===== src/sv/nhtc_pkg.sv =====
// Types, constants and register codes of the header translation core.
`timescale 1ns / 1ps

package nhtc_pkg;

    localparam int ADDR_W     = 32;
    localparam int PORT_W     = 16;
    localparam int OCTET_W    = 8;
    localparam int PREFIX_W   = 16;
    localparam int DIR_W      = 2;
    localparam int CFG_IDX_W  = 3;
    localparam int CFG_DATA_W = 32;

    localparam int TABLE_ENTRIES_DEF = 256;

    // Register indexes of the configuration port
    localparam logic [CFG_IDX_W-1:0] REG_PRIVATE_PREFIX   = 3'd0;
    localparam logic [CFG_IDX_W-1:0] REG_PUBLIC_ADDRESS   = 3'd1;
    localparam logic [CFG_IDX_W-1:0] REG_PORT_BASE        = 3'd2;
    localparam logic [CFG_IDX_W-1:0] REG_WAN_SOURCE_OCTET = 3'd3;
    localparam logic [CFG_IDX_W-1:0] REG_WAN_DEST_OCTET   = 3'd4;

    // Register reset values
    localparam logic [PREFIX_W-1:0] PRIVATE_PREFIX_RST   = 16'hAC10;
    localparam logic [ADDR_W-1:0]   PUBLIC_ADDRESS_RST   = 32'h0A00_0001;
    localparam logic [PORT_W-1:0]   PORT_BASE_RST        = 16'd1024;
    localparam logic [OCTET_W-1:0]  WAN_SOURCE_OCTET_RST = 8'd10;
    localparam logic [OCTET_W-1:0]  WAN_DEST_OCTET_RST   = 8'd0;

    // Last octet that is never translated outbound
    localparam logic [OCTET_W-1:0] NO_XLATE_OCTET = 8'd255;

    // Direction codes
    localparam logic [DIR_W-1:0] DIR_NONE    = 2'd0;
    localparam logic [DIR_W-1:0] DIR_LAN_WAN = 2'd1;
    localparam logic [DIR_W-1:0] DIR_WAN_LAN = 2'd2;

    typedef struct packed {
        logic [PREFIX_W-1:0] private_prefix;
        logic [ADDR_W-1:0]   public_address;
        logic [PORT_W-1:0]   port_base;
        logic [OCTET_W-1:0]  wan_source_octet;
        logic [OCTET_W-1:0]  wan_dest_octet;
    } cfg_t;

    typedef struct packed {
        logic [ADDR_W-1:0] in_src_addr;
        logic [ADDR_W-1:0] in_dst_addr;
        logic [PORT_W-1:0] in_src_port;
        logic [PORT_W-1:0] in_dst_port;
    } in_hdr_t;

    typedef struct packed {
        logic [ADDR_W-1:0] out_src_addr;
        logic [ADDR_W-1:0] out_dst_addr;
        logic [PORT_W-1:0] out_src_port;
        logic [PORT_W-1:0] out_dst_port;
        logic [DIR_W-1:0]  direction;
    } out_hdr_t;

    typedef struct packed {
        logic [ADDR_W-1:0] addr;
        logic [PORT_W-1:0] port;
    } bind_entry_t;

    // Table access request: at most one of the two per cycle
    typedef struct packed {
        logic wr;
        logic rd;
    } bind_req_t;

endpackage


===== src/sv/nhtc_cfg_regs.sv =====
// Configuration register bank of the translation core.
`timescale 1ns / 1ps

module nhtc_cfg_regs (
    input  logic                               clk,
    input  logic                               rst_n,
    input  logic                               cfg_we,
    input  logic [nhtc_pkg::CFG_IDX_W-1:0]     cfg_index,
    input  logic [nhtc_pkg::CFG_DATA_W-1:0]    cfg_wdata,
    output nhtc_pkg::cfg_t                     cfg
);

    nhtc_pkg::cfg_t cfg_reg;
    nhtc_pkg::cfg_t cfg_next;

    always_comb
    begin
        cfg_next = cfg_reg;
        if (cfg_we)
        begin
            unique case (cfg_index)
                nhtc_pkg::REG_PRIVATE_PREFIX:
                    cfg_next.private_prefix = cfg_wdata[nhtc_pkg::PREFIX_W-1:0];
                nhtc_pkg::REG_PUBLIC_ADDRESS:
                    cfg_next.public_address = cfg_wdata[nhtc_pkg::ADDR_W-1:0];
                nhtc_pkg::REG_PORT_BASE:
                    cfg_next.port_base = cfg_wdata[nhtc_pkg::PORT_W-1:0];
                nhtc_pkg::REG_WAN_SOURCE_OCTET:
                    cfg_next.wan_source_octet = cfg_wdata[nhtc_pkg::OCTET_W-1:0];
                nhtc_pkg::REG_WAN_DEST_OCTET:
                    cfg_next.wan_dest_octet = cfg_wdata[nhtc_pkg::OCTET_W-1:0];
                default:
                    cfg_next = cfg_reg;
            endcase
        end
    end

    always_ff @(posedge clk or negedge rst_n)
    begin
        if (!rst_n)
        begin
            cfg_reg.private_prefix   <= nhtc_pkg::PRIVATE_PREFIX_RST;
            cfg_reg.public_address   <= nhtc_pkg::PUBLIC_ADDRESS_RST;
            cfg_reg.port_base        <= nhtc_pkg::PORT_BASE_RST;
            cfg_reg.wan_source_octet <= nhtc_pkg::WAN_SOURCE_OCTET_RST;
            cfg_reg.wan_dest_octet   <= nhtc_pkg::WAN_DEST_OCTET_RST;
        end
        else
        begin
            cfg_reg <= cfg_next;
        end
    end

    assign cfg = cfg_reg;

endmodule


===== config.mk =====
export PLATFORM = sky130hd
export DESIGN_NAME = nhtc_cfg_regs
export DESIGN_NICKNAME = d
export VERILOG_FILES = /design/src/sv/nhtc_pkg.sv /design/src/sv/nhtc_cfg_regs.sv
export SDC_FILE = /design/constraint.sdc
export NUM_CORES = 1
export LEC_CHECK = 0
export BUFFER_PORTS_ARGS = -buffer_cell sky130_fd_sc_hd__buf_2
export CORE_ASPECT_RATIO = 1.1
export CORE_MARGIN = 10
export CORE_UTILIZATION = 48
export CTS_CLUSTER_SIZE = 24
export DETAILED_ROUTE_END_ITERATION = 8
export MAX_ROUTING_LAYER = met4
export PLACE_DENSITY = 0.85
export REMOVE_ABC_BUFFERS = 1
export SLEW_MARGIN = 25
export SYNTH_ARGS = -nofsm -noshare
export SYNTH_HDL_FRONTEND = slang
export SYNTH_SLANG_ARGS = --single-unit

===== constraint.sdc =====
create_clock -name clk -period 1.01 [get_ports clk]
set_input_delay 0.1515 -clock clk [delete_from_list [all_inputs] [get_ports clk]]
set_output_delay 0.1515 -clock clk [all_outputs]
set_load 0.02 [all_outputs]

-- Word-level counts from Yosys, hierarchy flattened
Index checks and enable logic that the tools add are counted.
Widths: inputs -> output; s select.
- logic and storage cells: 15
- register bits: 80
- input port bits: 38
- reductions and logical operators: 6
- eq/ne operators: 4
- operator list (kind ; count):
    $reduce_and 2->1 ; 5
    $eq 3x2->1 const B ; 2
    $eq 3x1->1 const B ; 1
    $eq 3x3->1 const B ; 1
    $logic_not 3->1 ; 1

-- Depth between registers and ports, before layout
Gate-level depths: netlist (run 1).
- depth after elaboration: 2
- mapped depth: 4
- mapped depth without buffers: 2

-- Worst setup path before layout (run 1)
Ideal clock, no wire load.
- path kind: in2reg
- from: input cfg_index[0] (netlist name)
- to: register cfg_reg, in the netlist cfg[64]
- library setup time: 0.125 ns
- path buffers: 1
- arrival: 1.111 ns
- slack: -0.226 ns
- stages on the path: 3
- cells stage by stage: nor4b_4 -> buf_6 -> mux2_2
- word-level cells in the longest chain between the ends: 2
- RTL lines (element ; line ; text):
    start, declared ; nhtc_cfg_regs.sv:8 ; input logic [nhtc_pkg::CFG_IDX_W-1:0] cfg_index,
    $logic_not 3->1 ; nhtc_cfg_regs.sv:21 ; unique case (cfg_index)
    $reduce_and 2->1 (no line) ; - ;
    end signal, assigned ; nhtc_cfg_regs.sv:50 ; cfg_reg <= cfg_next;
    end, declared ; nhtc_cfg_regs.sv:13 ; nhtc_pkg::cfg_t cfg_reg;
No other way between the ends.
A chain may end at the register's enable or synchronous reset.

-- Worst setup path after layout (run 1)
- from: register cfg_reg, in the netlist cfg[11]
- to: output cfg[11] (netlist name)
- RTL lines (element ; line ; text):
    end, declared ; nhtc_cfg_regs.sv:10 ; output nhtc_pkg::cfg_t cfg
No word-level cell between the ends.

==> metrics.txt, run 1 <==
max_slew headroom=0.712; Final Hold Viols=0; ys async rst share=1.00; grt total ovfl=0; flop-to-flop setup slack=-0.02 ns; Post-Syn Area=3060 um^2; Cell Count, Final, Fillers Out=424; Die X-Extent=96.1 um; GPL Wtd Cong=0.736; Main synth FF type=dfrtp_1; Filler cells=346; Via density=4.97; area delta synth->final=63.4%; failing checks=setup timing; maximum VDD drop=1420 uV; Hold Slack=0.0298 ns; 1st-iter DRT viols=56; Fmax=857 MHz; Crit Path Max Fanout=2; CTS tree=yes; final worst path period share=1.16; CP max stage delay=0.56 ns; Worst Path Buf+Inv=1; H-tree depth=3; synth warn=0; global-route wire length before repair=13400 um; Post-synth EDFFs=0; Mean Syn Cell Area=17.7 um^2; Commonest cells post-synth=78 x mux2_2, 69 x dfrtp_1, 11 x dfstp_2; CP top delay family=flip-flops; Finish-stage setup viols=106; RSZ-0062 raised after global routing=yes; Core Footprint=6190 um^2; Die ar.=9970 um^2; Final Net Count=377; Worst-path clk slew=0.08 ns; IO Count=118; vias=2106; post-DR wirelength/cell=20.8 um; initial antenna violation count=0; synth unique cells=11; max-cap viol count=0; Initial Util=0.494; dpl hpwl=5430 um; arrival time worst endpoint=1.02 ns; CTS max path bufs=2; Fin Clk Skew=0 ns; vias in the first global route=2434; Worst setup SP type=flop; row count=30; crit path time final=1.17 ns; Setup WS post-layout=-0.157 ns; Die Height=104 um; Setup CP Type=flop to primary output; area leader, netlist=dfrtp_1; top-area cell type share of the netlist area=0.564; top post-synthesis cells by area=dfrtp_1 56%, mux2_2 29%, dfstp_2 9.4%; count leader, synth=mux2_2; Total GRT Usage=0.181; Slew @ Worst Pin=0.433 ns; Antenna diodes=0; Clk Latency, worst-skew pair=0.34 ns; Power Density=2250 nW/um^2; Critical Path, Cell by Cell=buf_6; class of the worst hold path=input pin to flop; clock root buffer=clkbuf_8; max reg flops=80; pins over their slew limit=0; DRT Pass-1 Iters=4; placed insts=371; status=finished, violations left; leakage=2.36 nW; share of cells above drive strength 1=0.782; CP max stage cell=dfstp_2; Multi-input gate area=1050 um^2; Final Core Density=0.807; CP endpoint kind=primary output; Port Buf Inserts=117; DRC=0; flops & latches, synth=80; cells after synthesis=173; dpl ws=-0.408 ns; Final ANT Viol Nets=0; sequential area share after synthesis=0.659; CTS buffer count=9; largest net degree at the start of global routing=81; CTS sink cnt=80; Routed WL=8800 um; Reg area=2020 um^2; Total Power=11.2 mW; Data required, critical path=0.86 ns
metal layers:
| metal | vias up | wire, um | global-route usage |
|---|---|---|---|
| met5 | - | 0 | - |
| met4 | 0 | 104 | 0.0538 |
| met3 | 9 | 697 | 0.0570 |
| met2 | 78 | 4520 | 0.293 |
| met1 | 1069 | 3480 | 0.206 |
| li1 | 950 | - | - |
power by group:
| part | total (mW) | switching [mW] | internal, mW |
|---|---|---|---|
| clock network | 2.64 | 1.11 | 1.53 |
| registers | 4.52 | 0.534 | 3.99 |
| logic | 4.07 | 1.73 | 2.34 |
| total | 11.2 | 3.37 | 7.85 |
through the flow:
stage	TNS (ns)	area [um^2]
after floorplan	-104.41	2980
after global placement	-22.57	3820
after detailed placement	-24.55	3820
after CTS	-4.66	4860
after global routing	-6.94	5000
final	-3.54	5000
area by class of cell:
class / count / share of cell area
Tap cell: 80 / 0.0200
Clock buffer: 13 / 0.0318
Clock inverter: 3 / 0.0130
Sequential cell: 80 / 0.403
Multi-Input combinational cell: 85 / 0.210
Timing Repair Buffer: 163 / 0.322
cell families (layout without fill, tap and decap cells):
logic type | after synthesis | after routing | share of synthesized area
buffers and inverters | 8 | 179 | 0.0254
DFF | 80 | 80 | 0.659
muxes | 80 | 80 | 0.294
and+or+nand+nor | 5 | 5 | 0.0213
repair_timing:
action,4_1_cts,5_1_grt
pin swaps,1,2
hold endpoints to repair,69,0
resized for setup,187,4
setup buffers,16,17
hold buffers,1,0
gates cloned,3,0
endpoints found under the setup margin,109,96
cell usage in the layout (no fill, tap or decap):
master / n
buf_6: 82
dfrtp_1: 69
mux2_2: 61
buf_4: 36
buf_2: 32
mux2_4: 17
dfstp_2: 11
clkbuf_8: 11
buf_12: 7
buf_16: 3
mux2_1: 2
clkbuf_1: 2
bufinv_16: 2
nor4b_4: 1
nor4bb_4: 1
and4bb_2: 1
nand4b_1: 1
nor4bb_2: 1
clkinv_2: 1
dlygate4sd3_1: 1
clkbuf_4: 1
buf_8: 1
worst paths after layout:
check	startpoint	end	depth (start not counted)
setup / recovery	cfg[11]$_DFFE_PN1P_	cfg[11]	1
hold / removal	cfg_wdata[17]	cfg[49]$_DFFE_PN0P_	2
setup reg to reg	cfg[66]$_DFFE_PN0P_	cfg[66]$_DFFE_PN0P_	3
hold reg to reg	cfg[37]$_DFFE_PN0P_	cfg[37]$_DFFE_PN0P_	1
max in group asynchronous	rst_n	cfg[79]$_DFFE_PN1P_	3
min in group asynchronous	rst_n	cfg[14]$_DFFE_PN0P_	3
Power figures use the tool's default switching activity.
==> run 2: changes to the inputs <==
--- a/config.mk
+++ b/config.mk
@@ -6,13 +6,15 @@
 export NUM_CORES = 1
 export LEC_CHECK = 0
 export BUFFER_PORTS_ARGS = -buffer_cell sky130_fd_sc_hd__buf_2
+export CELL_PAD_IN_SITES_DETAIL_PLACEMENT = 1
+export CELL_PAD_IN_SITES_GLOBAL_PLACEMENT = 2
 export CORE_ASPECT_RATIO = 1.1
 export CORE_MARGIN = 10
-export CORE_UTILIZATION = 48
+export CORE_UTILIZATION = 32
 export CTS_CLUSTER_SIZE = 24
 export DETAILED_ROUTE_END_ITERATION = 8
 export MAX_ROUTING_LAYER = met4
-export PLACE_DENSITY = 0.85
+export PLACE_DENSITY = 0.84
 export REMOVE_ABC_BUFFERS = 1
 export SLEW_MARGIN = 25
 export SYNTH_ARGS = -nofsm -noshare
==> metrics.txt, run 2 (same netlist as run 1, synthesis figures left out) <==
grt total ovfl=0 (unchanged); Initial Util=0.327 (-0.167); clock root buffer=clkbuf_8; CTS tree=yes; IO Count=118 (unchanged); Via density=4.65 (-6.3%); max-cap viol count=0 (unchanged); Setup WS post-layout=-0.165 ns (-0.00778 ns); CP max stage delay=0.56 ns (about the same); Fin Clk Skew=0 ns (unchanged); leakage=2.37 nW (+0.47%); Crit Path Max Fanout=2 (unchanged); initial antenna violation count=0 (unchanged); crit path to=cfg[11]; Final Net Count=371 (-1.6%); H-tree depth=3 (unchanged); class of the worst hold path=input pin to flop; Die ar.=13900 um^2 (+39%); share of cells above drive strength 1=0.784 (+0.00205); status=finished, violations left; flop-to-flop setup slack=-0.01 ns (about the same); maximum VDD drop=887 uV (-38%); Power Density=2220 nW/um^2 (-0.93%); Critical R2R Launch=cfg[69]$_DFFE_PN0P_; RSZ-0062 raised after global routing=yes; Slew @ Worst Pin=0.453 ns (+0.0204 ns); Finish-stage setup viols=110 (+3.8%); Final ANT Viol Nets=0 (unchanged); dpl hpwl=6090 um (+12%); Antenna diodes=0 (unchanged); Die Height=123 um (+18%); arrival time worst endpoint=1.02 ns (about the same); Worst-path clk slew=0.08 ns (about the same); 1st-iter DRT viols=59 (+5.4%); Fmax=851 MHz (-0.66%); critical path depth=1 (unchanged); GPL Wtd Cong=0.655 (-11%); Routed WL=9650 um (+9.6%); Final Core Density=0.539 (-0.269); row count=37 (+23%); Critical Path Start=cfg[11]$_DFFE_PN1P_; Port Buf Inserts=117 (unchanged); Core Footprint=9350 um^2 (+51%); Worst setup SP type=flop; DRC=0 (unchanged); vias in the first global route=2509 (+3.1%); CP max stage cell=dfstp_2; Final Hold Viols=0 (unchanged); CTS sink cnt=80 (unchanged); reg-to-reg endpoint=cfg[69]$_DFFE_PN0P_; area delta synth->final=64.7%; Critical Path, Cell by Cell=buf_6; pins over their slew limit=0 (unchanged); CTS max path bufs=2 (unchanged); Setup CP Type=flop to primary output; CTS buffer count=9 (unchanged); Clk Latency, worst-skew pair=0.35 ns (about the same); failing checks=setup timing; worst reg2reg path depth=3 (unchanged); Worst Path Buf+Inv=1 (unchanged); Hold Slack=0.0326 ns (+0.00275 ns); commonest cells after routing, fill and taps aside=85 x buf_6, 69 x dfrtp_1, 47 x mux2_2, 33 x mux2_4, 32 x buf_2; global-route wire length before repair=14400 um (+7.3%); Die X-Extent=113 um (+18%); max_slew headroom=0.698 (-0.0136); largest net degree at the start of global routing=47 (-42%); post-DR wirelength/cell=21.2 um (+2.1%); CP top delay family=flip-flops; vias=2117 (+0.52%); max reg flops=80 (unchanged); DRT Pass-1 Iters=3 (-1); final worst path period share=1.16 (+0.00770); Data required, critical path=0.86 ns (about the same); crit path time final=1.17 ns (+0.00777 ns); commonest non-fill, non-tap cell in the layout=buf_6; Total GRT Usage=0.138 (-0.0423); CP endpoint kind=primary output
[run 2: how the worst min path moves through the flow]
stage	slack [ns]	to	startpoint	cells after the start
floorplan	-0.14	cfg[0]$_DFFE_PN0P_	rst_n	0
global placement	0.14	cfg[6]$_DFFE_PN0P_	rst_n	2
detailed placement	0.14	cfg[6]$_DFFE_PN0P_	rst_n	2
CTS	0.01	cfg[61]$_DFFE_PN0P_	cfg_wdata[29]	2
global route	0.02	cfg[62]$_DFFE_PN0P_	cfg_wdata[30]	2
finish	0.03	cfg[60]$_DFFE_PN0P_	cfg_wdata[28]	2
[run 2: timing repair]
action / in CTS / in global routing
hold buffers: 1 / 0
pin swaps: 1 / 1
gates resized for setup: 176 / 33
endpoints found under the setup margin: 108 / 117
hold endpoints to repair: 69 / 0
gates cloned: 3 / 0
setup buffers: 16 / 13
[run 2: power by group]
group          internal [mW]  switching, mW
logic                   2.38           1.72
registers               3.99          0.561
clock network           1.39           1.16
total                   7.76           3.44
[run 2: per-layer routing]
layer,part of all wire,up-vias,track usage
met2,0.53,72,0.231
met1,0.39,1089,0.150
met4,0.013,0,0.0540
met3,0.065,13,0.0449
met5,0,-,-
li1,-,943,-
[run 2: per-stage QoR]
stage	cells	worst slack, ns	total power, mW	instance area [um^2]	TNS [ns]
final	455	-0.165	11.2	5040	-4.32
after CTS	444	-0.179	11.0	4830	-5.11
after detailed placement	408	-0.409	7.17	3850	-24.95
after global routing	455	-0.203	11.8	5040	-7.28
after global placement	408	-0.374	7.04	3850	-22.83
after floorplan	165	-2.90	5.93	2980	-104.41
[run 2: final cells by class]
cell class	instances	area (um^2)
Fill cell	907	4310
Sequential cell	80	2020
Multi-Input combinational cell	85	1120
Clock buffer	11	131
Clock inverter	5	81.3
Timing Repair Buffer	157	1540
Tap cell	117	146
